===== src/rtl/fpmd_pkg.sv =====
// Package for the fixed-point multiply/divide unit.
// Holds channel payload types, operation codes and shared helpers; no dependencies.
package fpmd_pkg;

  localparam int DIV_STEPS = 88;
  localparam int NUM_W     = 88;
  localparam int LONG_FRAC = 15;

  typedef enum logic [2:0] {
    FN_MUL32   = 3'd0,
    FN_MUL64   = 3'd1,
    FN_DIV32   = 3'd2,
    FN_DIV64   = 3'd3,
    FN_RECIP32 = 3'd4,
    FN_RECIP64 = 3'd5,
    FN_ABS32   = 3'd6,
    FN_ABS64   = 3'd7
  } func_t;

  localparam logic [1:0] FMT_Q15 = 2'd0;
  localparam logic [1:0] FMT_Q12 = 2'd1;
  localparam logic [1:0] FMT_Q24 = 2'd2;

  typedef enum logic [1:0] {K_MUL32, K_MUL64, K_DIV, K_PASS} kind_t;

  typedef struct packed {
    logic [2:0]         func;
    logic signed [63:0] operand_a;
    logic signed [63:0] operand_b;
  } in_t;

  typedef struct packed {
    logic signed [63:0] result;
    logic               overflow;
    logic               divide_by_zero;
  } out_t;

  typedef struct packed {
    kind_t            kind;
    logic             neg;
    logic             w64;
    logic             dz;
    logic             ovf;
    logic [4:0]       frac;
    logic [31:0]      x;
    logic [31:0]      y;
    logic [63:0]      md;
    logic [NUM_W-1:0] num;
  } cmd_t;

  typedef struct packed {
    kind_t            kind;
    logic             neg;
    logic             w64;
    logic             dz;
    logic             ovf;
    logic [4:0]       frac;
    logic [63:0]      md;
    logic [63:0]      rem;
    logic [NUM_W-1:0] num;
  } stg_t;

  function automatic logic [63:0] mag64(input logic [63:0] v);
    return v[63] ? (64'd0 - v) : v;
  endfunction

  function automatic logic [63:0] sext32(input logic [31:0] v);
    return {{32{v[31]}}, v};
  endfunction

endpackage


===== src/rtl/fpmd_fifo.sv =====
// Two-entry queue between front and back ends.
// Depends on fpmd_pkg.
module fpmd_fifo (
  input  logic           clk,
  input  logic           rst_n,
  input  logic           wr_en,
  input  fpmd_pkg::cmd_t wr_data,
  input  logic           rd_en,
  output fpmd_pkg::cmd_t rd_data,
  output logic           full,
  output logic           empty
);

  fpmd_pkg::cmd_t mem_r [2];
  logic       wp_r, wp_nxt;
  logic       rp_r, rp_nxt;
  logic [1:0] cnt_r, cnt_nxt;
  logic       do_wr, do_rd;

  assign full    = (cnt_r == 2'd2);
  assign empty   = (cnt_r == 2'd0);
  assign rd_data = mem_r[rp_r];
  assign do_wr   = wr_en & ~full;
  assign do_rd   = rd_en & ~empty;

  always_comb begin
    wp_nxt  = wp_r ^ do_wr;
    rp_nxt  = rp_r ^ do_rd;
    cnt_nxt = cnt_r + 2'(do_wr) - 2'(do_rd);
  end

  always_ff @(posedge clk) begin
    if (!rst_n) begin
      wp_r  <= 1'b0;
      rp_r  <= 1'b0;
      cnt_r <= 2'd0;
    end else begin
      wp_r  <= wp_nxt;
      rp_r  <= rp_nxt;
      cnt_r <= cnt_nxt;
    end
  end

  always_ff @(posedge clk) begin
    if (do_wr) begin
      mem_r[wp_r] <= wr_data;
    end
  end

endmodule


===== config.mk =====
export PLATFORM = sky130hd
export DESIGN_NAME = fpmd_fifo
export DESIGN_NICKNAME = d
export VERILOG_FILES = /design/src/rtl/fpmd_pkg.sv /design/src/rtl/fpmd_fifo.sv
export SDC_FILE = /design/constraint.sdc
export NUM_CORES = 1
export LEC_CHECK = 0
export BUFFER_PORTS_ARGS = -buffer_cell sky130_fd_sc_hd__buf_4
export CORE_AREA = 3 3 179 181
export CTS_BUF_LIST = sky130_fd_sc_hd__clkbuf_8
export CTS_CLUSTER_SIZE = 20
export DETAILED_ROUTE_END_ITERATION = 10
export DIE_AREA = 0 0 182 184
export GPL_TIMING_DRIVEN = 0
export PLACE_DENSITY_LB_ADDON = 0.15
export RECOVER_POWER = 50
export SLEW_MARGIN = 20
export SYNTH_ARGS = -nofsm -noshare
export SYNTH_HDL_FRONTEND = slang
export SYNTH_SLANG_ARGS = --single-unit

===== constraint.sdc =====
create_clock -name clk -period 14.45 [get_ports clk]
set_input_delay 2.1675 -clock clk [delete_from_list [all_inputs] [get_ports clk]]
set_output_delay 2.1675 -clock clk [all_outputs]
set_load 0.1 [all_outputs]

==> impl_metrics.tcl <==
set metrics [dict create \
    vdd_drop_max_mv 0.1659 \
    synth-async-reset-ratio_pct 0 \
    violations "capacitance limit, slew limit" \
    final_hold_viol_count 0 \
    fin_crit_sh_pct 33.90 \
    crit_family "buffers and inverters" \
    vias 8846 \
    layout_setup_ws_ps 9551 \
    grt_max_degree 51 \
    post_cts_resized 0 \
    crit_path_end_kind "flop" \
    postCtsHoldBufs 0 \
    ios 460 \
    fin_skew_ps 20.56 \
    synth_area_leader_cell "edfxtp_1" \
    synthDistinctLibCells 17 \
    ys_seq_area_share_pct 82.04 \
    multi_input_area_um2 2818 \
    synth.most_common_cell "edfxtp_1" \
    cp_num_buf_inv 2 \
    drtIter0Drc 415 \
    grt_first_pass_wirelength_mm 53.23 \
    worst_skew_pair.late_latency_ps 560 \
    port_buffers 459 \
    start_kind "primary input" \
    die_x_um 182 \
    cp.required_ps 14580 \
    syn_nets 966 \
    dp_hpwl_mm 25.99 \
    rsz0062_at_grt "no" \
    numCtsBuffers 73 \
    tightestPinTransition_ps 2549 \
    dieArea_um2 33490 \
    grt_pass1_vias 9339 \
    syn_to_final_growth_pct 31.77 \
    path_max_fanout 38 \
    num_rows 64 \
    powerDensity_nw_per_um2 226.8 \
    dr.pass1.iters 4 \
    postSynthCellCount 731 \
    cp_cell_sequence "clkbuf_4, and2_0, ha_1, clkbuf_1" \
    hold_slack_ps 520.1 \
    crit_type "in -> reg" \
    synth_area_per_cell_um2 22.90 \
    slowest_stage "clkbuf_1" \
    post-route-drc-count 0 \
    synth_area_leaders "edfxtp_1 (81%), mux2_2 (13%), mux2_4 (2.7%)" \
    register_area_um2 13730 \
    cts.sinks 459 \
    synth-warning-count 0 \
    gp_congestion 0.7658 \
    synth-main-ff-cell "edfxtp_1" \
    fmax_mhz 204.1 \
    track_usage_pct 21.14 \
    cpPeakStageDelay_ps 1560 \
    cts_tree "built" \
    wirelength_mm 36.64 \
    layout.nets 1509 \
    dp_slack_ps 10550 \
    timing.max_cap.violations 3 \
    cts_setup_buffers 0 \
    clkTransAtPathRegs_ps 60 \
    die_h_um 184 \
    synth_edf_count 454 \
    drive_gt1_share_pct 58.76 \
    antenna_found_initial 6 \
    h-tree-depth 3 \
    antenna_left 0 \
    vias_per_cell 5.134 \
    clockRootBuffer "clkbuf_8" \
    initial_core_util_pct 54.72 \
    finalCriticalPeriod_ps 4899 \
    syn-cell-area_um2 16740 \
    overflow 0 \
    finalSetupViolCount 0 \
    yosys-top-cells-count "edfxtp_1 (454), mux2_2 (197), mux2_4 (30)" \
    cts_buffer_depth 3 \
    post-route-util_pct 72.11 \
    critPathArrivalTime_ps 5030 \
    slew_headroom_pct -69.94 \
    fillCellCount 2027 \
    min_path_type "reg -> reg" \
    finalSetupTns_ps 0 \
    synth-seq-cells 459 \
    wl_per_cell_um 21.27 \
    p_leak_nw 8.336 \
    synth_top_area_share_pct 81.44 \
    status "finished, violations left" \
    report.final.slew_viol_count 106 \
    coreArea_um2 30590 \
]
worst reg2reg max path, delay by kind of cell, from the launching register on:
family        cells  cell delay [ps]
buf+inv           1             1570
fa+ha+maj         1             1010
flops             1              380
simple gates      2              340
final timing paths:
check / start / end / slack, ps / cells past startpoint
hold reg to reg: rp_r / flop / 520 / 2
setup / recovery: wr_en / mem_r[1][24] / 9550 / 4
hold / removal: rp_r / flop / 520 / 2
setup reg to reg: cnt_r[0] / mem_r[1][24] / 10700 / 4
layout make-up:
| type | instances | area share, % |
|---|---|---|
| clock buffer | 79 | 4.929 |
| multi-input combinational | 244 | 12.77 |
| timing repair buffer | 468 | 15.97 |
| tap | 396 | 2.246 |
| sequential | 459 | 62.26 |
| clock inverter | 46 | 0.9303 |
| buffer | 25 | 0.8055 |
| antenna | 3 | 0.03403 |
| inverter | 3 | 0.05105 |
stage by stage:
stage          instance area (um2)  cells  power, mW
2_1_floorplan                16740    731      3.614
4_1_cts                      22220   1720      5.065
6_report                     22060   1723      5.003
3_3_place_gp                 20680   1586      4.116
3_5_place_dp                 20930   1595      4.081
5_1_grt                      22060   1723      5.179
power breakdown:
group	switching [mW]	leakage (nW)	total, mW	internal [mW]
Combinational	1.77	3.29	2.30	0.525
Sequential	0.0388	4.28	1.73	1.69
Clock	0.470	0.762	0.974	0.504
Total	2.28	8.34	5.00	2.72
layer usage:
| layer | GRT usage [%] | vias to the layer above | wire (um) |
|---|---|---|---|
| met3 | 8.844 | 73 | 3562 |
| met5 | 0 | - | 45 |
| met2 | 37.29 | 361 | 19500 |
| met1 | 22.95 | 4379 | 12560 |
| li1 | - | 4027 | - |
| met4 | 7.617 | 6 | 976 |
registers in the layout (all words and copies together), names as in the netlist, named ones only:
name   count
rp_r       1
mem_r    454
wp_r       1
cnt_r      2
logic make-up after synthesis:
group / after synthesis / share of synthesized area, %
AO/OA/AOI/OAI: 1 / 0.04486
multiplexers: 229 / 16.06
XOR/XNOR: 1 / 0.1345
adder cells (fa/ha/maj): 4 / 0.2990
buffers and inverters: 28 / 1.129
flip-flops: 459 / 82.04
AND/OR/NAND/NOR: 9 / 0.2915
cell usage in the layout, fill, tap and decap left out, drive strengths merged:
master / Yosys / layout
nand2: 2 / 2
o21a: 1 / 1
nor2b: 2 / 2
clkbuf: 0 / 309
dfxtp: 5 / 5
edfxtp: 454 / 454
nand2b: 2 / 2
and2: 2 / 2
xnor3: 1 / 1
inv: 3 / 31
nor2: 1 / 1
buf: 25 / 263
mux2: 227 / 227
ha: 4 / 4
mux2i: 2 / 2
clkinv: 0 / 18
diode: 0 / 3
Power figures use the tool's default switching activity.
