File: src/rtl/fpmd_pkg.sv
// Package for the fixed-point multiply/divide unit.
// Holds channel payload types, operation codes and shared helpers; no dependencies.
package fpmd_pkg;

  localparam int DIV_STEPS = 88;
  localparam int NUM_W     = 88;
  localparam int LONG_FRAC = 15;

  typedef enum logic [2:0] {
    FN_MUL32   = 3'd0,
    FN_MUL64   = 3'd1,
    FN_DIV32   = 3'd2,
    FN_DIV64   = 3'd3,
    FN_RECIP32 = 3'd4,
    FN_RECIP64 = 3'd5,
    FN_ABS32   = 3'd6,
    FN_ABS64   = 3'd7
  } func_t;

  localparam logic [1:0] FMT_Q15 = 2'd0;
  localparam logic [1:0] FMT_Q12 = 2'd1;
  localparam logic [1:0] FMT_Q24 = 2'd2;

  typedef enum logic [1:0] {K_MUL32, K_MUL64, K_DIV, K_PASS} kind_t;

  typedef struct packed {
    logic [2:0]         func;
    logic signed [63:0] operand_a;
    logic signed [63:0] operand_b;
  } in_t;

  typedef struct packed {
    logic signed [63:0] result;
    logic               overflow;
    logic               divide_by_zero;
  } out_t;

  typedef struct packed {
    kind_t            kind;
    logic             neg;
    logic             w64;
    logic             dz;
    logic             ovf;
    logic [4:0]       frac;
    logic [31:0]      x;
    logic [31:0]      y;
    logic [63:0]      md;
    logic [NUM_W-1:0] num;
  } cmd_t;

  typedef struct packed {
    kind_t            kind;
    logic             neg;
    logic             w64;
    logic             dz;
    logic             ovf;
    logic [4:0]       frac;
    logic [63:0]      md;
    logic [63:0]      rem;
    logic [NUM_W-1:0] num;
  } stg_t;

  function automatic logic [63:0] mag64(input logic [63:0] v);
    return v[63] ? (64'd0 - v) : v;
  endfunction

  function automatic logic [63:0] sext32(input logic [31:0] v);
    return {{32{v[31]}}, v};
  endfunction

endpackage

File: src/rtl/fpmd_front.sv
// Front end: decodes an operation, forms magnitudes, signs and the pre-shifted dividend.
// Depends on fpmd_pkg.
module fpmd_front (
  input  fpmd_pkg::in_t  in_data,
  input  logic [1:0]     fmt,
  output fpmd_pkg::cmd_t cmd
);

  logic [4:0]  f;
  logic [63:0] a32s;
  logic [63:0] b32s;
  logic [63:0] ma;
  logic [63:0] mb;
  logic [63:0] ma32;
  logic [63:0] n;
  logic [63:0] d;
  logic [63:0] mn;
  logic [4:0]  s;

  always_comb begin
    case (fmt)
      fpmd_pkg::FMT_Q12: f = 5'd12;
      fpmd_pkg::FMT_Q24: f = 5'd24;
      default:           f = 5'd15;
    endcase
    a32s = fpmd_pkg::sext32(in_data.operand_a[31:0]);
    b32s = fpmd_pkg::sext32(in_data.operand_b[31:0]);
    ma   = fpmd_pkg::mag64(in_data.operand_a);
    mb   = fpmd_pkg::mag64(in_data.operand_b);
    ma32 = fpmd_pkg::mag64(a32s);
    n    = '0;
    d    = '0;
    s    = 5'(fpmd_pkg::LONG_FRAC);
    cmd      = '0;
    cmd.kind = fpmd_pkg::K_DIV;
    cmd.frac = f;
    case (in_data.func)
      fpmd_pkg::FN_MUL32: begin
        cmd.kind = fpmd_pkg::K_MUL32;
        cmd.x    = in_data.operand_a[31:0];
        cmd.y    = in_data.operand_b[31:0];
      end
      fpmd_pkg::FN_MUL64: begin
        cmd.kind = fpmd_pkg::K_MUL64;
        cmd.x    = ma[31:0];
        cmd.y    = mb[31:0];
        cmd.neg  = in_data.operand_a[63] ^ in_data.operand_b[63];
        cmd.ovf  = (|ma[63:32]) | (|mb[63:32]);
      end
      fpmd_pkg::FN_DIV32: begin
        n = a32s;
        d = b32s;
        s = f;
      end
      fpmd_pkg::FN_DIV64: begin
        n       = in_data.operand_a;
        d       = in_data.operand_b;
        cmd.w64 = 1'b1;
      end
      fpmd_pkg::FN_RECIP32: begin
        n = 64'd1 << f;
        d = a32s;
        s = f;
      end
      fpmd_pkg::FN_RECIP64: begin
        n       = 64'd1 << fpmd_pkg::LONG_FRAC;
        d       = in_data.operand_a;
        cmd.w64 = 1'b1;
      end
      fpmd_pkg::FN_ABS32: begin
        cmd.kind = fpmd_pkg::K_PASS;
      end
      default: begin
        cmd.kind = fpmd_pkg::K_PASS;
      end
    endcase
    mn = fpmd_pkg::mag64(n);
    if (cmd.kind == fpmd_pkg::K_DIV) begin
      cmd.neg = n[63] ^ d[63];
      cmd.md  = fpmd_pkg::mag64(d);
      cmd.dz  = (cmd.md == 64'd0);
      cmd.num = {24'd0, mn} << s;
    end else if (cmd.kind == fpmd_pkg::K_PASS) begin
      if (in_data.func == fpmd_pkg::FN_ABS32) begin
        cmd.num = {24'd0, fpmd_pkg::sext32(ma32[31:0])};
      end else begin
        cmd.num = {24'd0, ma};
      end
    end
  end

endmodule

File: config.mk
export PLATFORM = sky130hd
export DESIGN_NAME = fpmd_front
export DESIGN_NICKNAME = d
export VERILOG_FILES = /design/src/rtl/fpmd_pkg.sv /design/src/rtl/fpmd_front.sv
export SDC_FILE = /design/constraint.sdc
export NUM_CORES = 1
export LEC_CHECK = 0
export BUFFER_PORTS_ARGS = -buffer_cell sky130_fd_sc_hd__clkbuf_2
export CORE_MARGIN = 1
export CORE_UTILIZATION = 45
export DETAILED_ROUTE_END_ITERATION = 16
export GPL_TIMING_DRIVEN = 0
export PLACE_DENSITY = 0.83
export SLEW_MARGIN = 20
export SYNTH_ARGS = -nofsm -noshare
export SYNTH_HDL_FRONTEND = slang
export SYNTH_SLANG_ARGS = --single-unit
export TNS_END_PERCENT = 50
File: constraint.sdc
create_clock -name vclk -period 5.5
set_input_delay 0.55 -clock vclk [all_inputs]
set_output_delay 0.55 -clock vclk [all_outputs]
set_load 0.05 [all_outputs]
==> metrics.csv <==
metric;value;unit
violations;negative setup slack;
rsz0062_at_grt;false;
cp.arrival;4.98;ns
final_cell_count_no_fill;2640;
grt_max_degree;20;
dp_cells;2615;
die_w;163;um
cp-end-kind;output pin;
worst_slew_pin_slew;1.34;ns
postRouteAntennaNets;0;
syn_to_final_growth;23.1;%
worst-path-buf-inv;3;
dp_worst_setup_slack;-2.23;ns
vias_per_cell;7.33;
drc;0;
setup_viol_count_final;1;
slew_violations;0;
postLayoutCoreUtil;56.6;%
dieArea;0.0264;mm^2
outcome;complete, but fails checks;
seqCellArea;0;um^2
place.detailed.hpwl;59400;um
timing.final.crit_share;100;%
fin_ws;-0.0265;ns
worstPathRequired;4.95;ns
path_depth;14;
synth_cell_types;91;
seq_cells;0;
drv_cap;0;
ys_warn_count;0;
crit_type;in -> out;
wire_per_inst;28.7;um
synth.yosys.seq_area_share;0;%
postCtsHoldBufs;0;
routabilityCongestion;1.13;
path_cells;clkbuf_2, clkinvlp_4, ha_1, nor3b_4, nand2_1, nor3_2, nand3_1, nor4_1, nor3_1, a2111o_1, or4_1, nor4_1, a41oi_1, clkbuf_2;
whs_path_depth;4;
max_stage_delay;0.55;ns
final-hold-violation-count;0;
port_buffers;307;
layout-drive-gt1-share;21.9;%
grt_pass1_wl;108000;um
min_period;5.53;ns
fmax;181;MHz
chipHeight;163;um
fp.coreArea;0.0253;mm^2
avgSynthCellArea;5.89;um^2
crit_fanout;8;
grt_overflow;0;
num_vias;19400;
layout.nets;2451;
critical_path.slowest_cell;nor3_2;
start_kind;primary input;
postRouteWirelength;75700;um
antenna_found_initial;1;
core.rowCount;58;
clkbuf_count;0;
netlist_instances;1970;
firstDrtPassIters;8;
drt-initial-drc-count;4033;
ios;360;
min_path_type;in -> out;
grt_util_all_layers;54.1;%
slew_headroom;10.6;%
crit_family;simple AND/OR/NAND/NOR gates;
grt_pass1_vias;17200;
start_util;45.9;%
syn_area;0.0116;mm^2
==> timing repair <==
action,in CTS,in global routing
setup buffers,2,23
cloned,0,1
pin swaps,5,18
setup endpoints to repair,72,48
gates resized for setup,45,75
==> metal layers <==
layer,part of all wire (%),wire [um],GRT usage [%]
met1,35,26600,67.9
met2,40,30400,80.1
met3,16,12400,15.9
met4,8.4,6360,34.7
met5,0,0,0
==> through the flow <==
step	hold WS, ns	area, um^2	TNS, ns
after floorplan	1.35	11700	-1.35
after global placement	1.58	13600	-108.05
after detailed placement	1.58	13600	-110.37
after CTS	1.59	13800	-0.0483
after global routing	1.61	14300	0
final	1.59	14300	-0.0265
==> final cells by class <==
class | instances | area, um^2
Multi-Input combinational cell | 1751 | 11000
Buffer | 190 | 948
Inverter | 33 | 128
Timing Repair Buffer | 333 | 1760
Fill cell | 2702 | 11000
Antenna cell | 3 | 7.51
Tap cell | 330 | 413
==> path summary, 6_finish.rpt <==
| kind | from | slack [ns] | endpoint |
|---|---|---|---|
| setup / recovery | in_data[64] | -0.03 | cmd[221] |
| hold / removal | in_data[65] | 1.59 | cmd[185] |
==> cell families after synthesis <==
family / share of synthesized area, %
mux: 1.59
xor+xnor: 15.2
other cells: 0.0647
simple gates: 38.0
compound gates: 35.9
fa+ha+maj: 0.970
buf+inv: 8.24
==> Yosys cell counts, drive strengths merged (12+ instances only) <==
cell | number | area (um^2)
a31oi | 35 | 219
nand2 | 173 | 649
mux2i | 15 | 150
or3 | 44 | 280
a22oi | 33 | 248
o22ai | 56 | 357
clkbuf | 130 | 489
nand3 | 45 | 225
nor2b | 18 | 113
a21oi | 194 | 971
o21ai | 132 | 661
xor2 | 86 | 753
buf | 64 | 343
nor2 | 290 | 1090
nor3 | 78 | 422
o41ai | 14 | 138
a221oi | 14 | 123
o32ai | 15 | 131
a211oi | 14 | 105
or2 | 27 | 169
and2 | 12 | 75.1
xnor2 | 115 | 1010
nand4 | 29 | 188
and3 | 17 | 106
o31ai | 23 | 173
nor4 | 56 | 427
inv | 33 | 124
or4 | 19 | 154
==> placed cells by master (no fill, tap or decap), drive strengths merged, types with 15 or more instances in the layout <==
cell type and count:
o31ai 23, a31oi 35, nor4 56, o22ai 56, xnor2 115, inv 32
nor3 78, nand4 29, xor2 86, nand3 45, or4 19, clkbuf 431
or2 27, mux2i 15, and3 17, buf 92, o21ai 132, a21oi 194
nor2 290, o32ai 15, or3 44, nand2 173, a22oi 33, nor2b 18
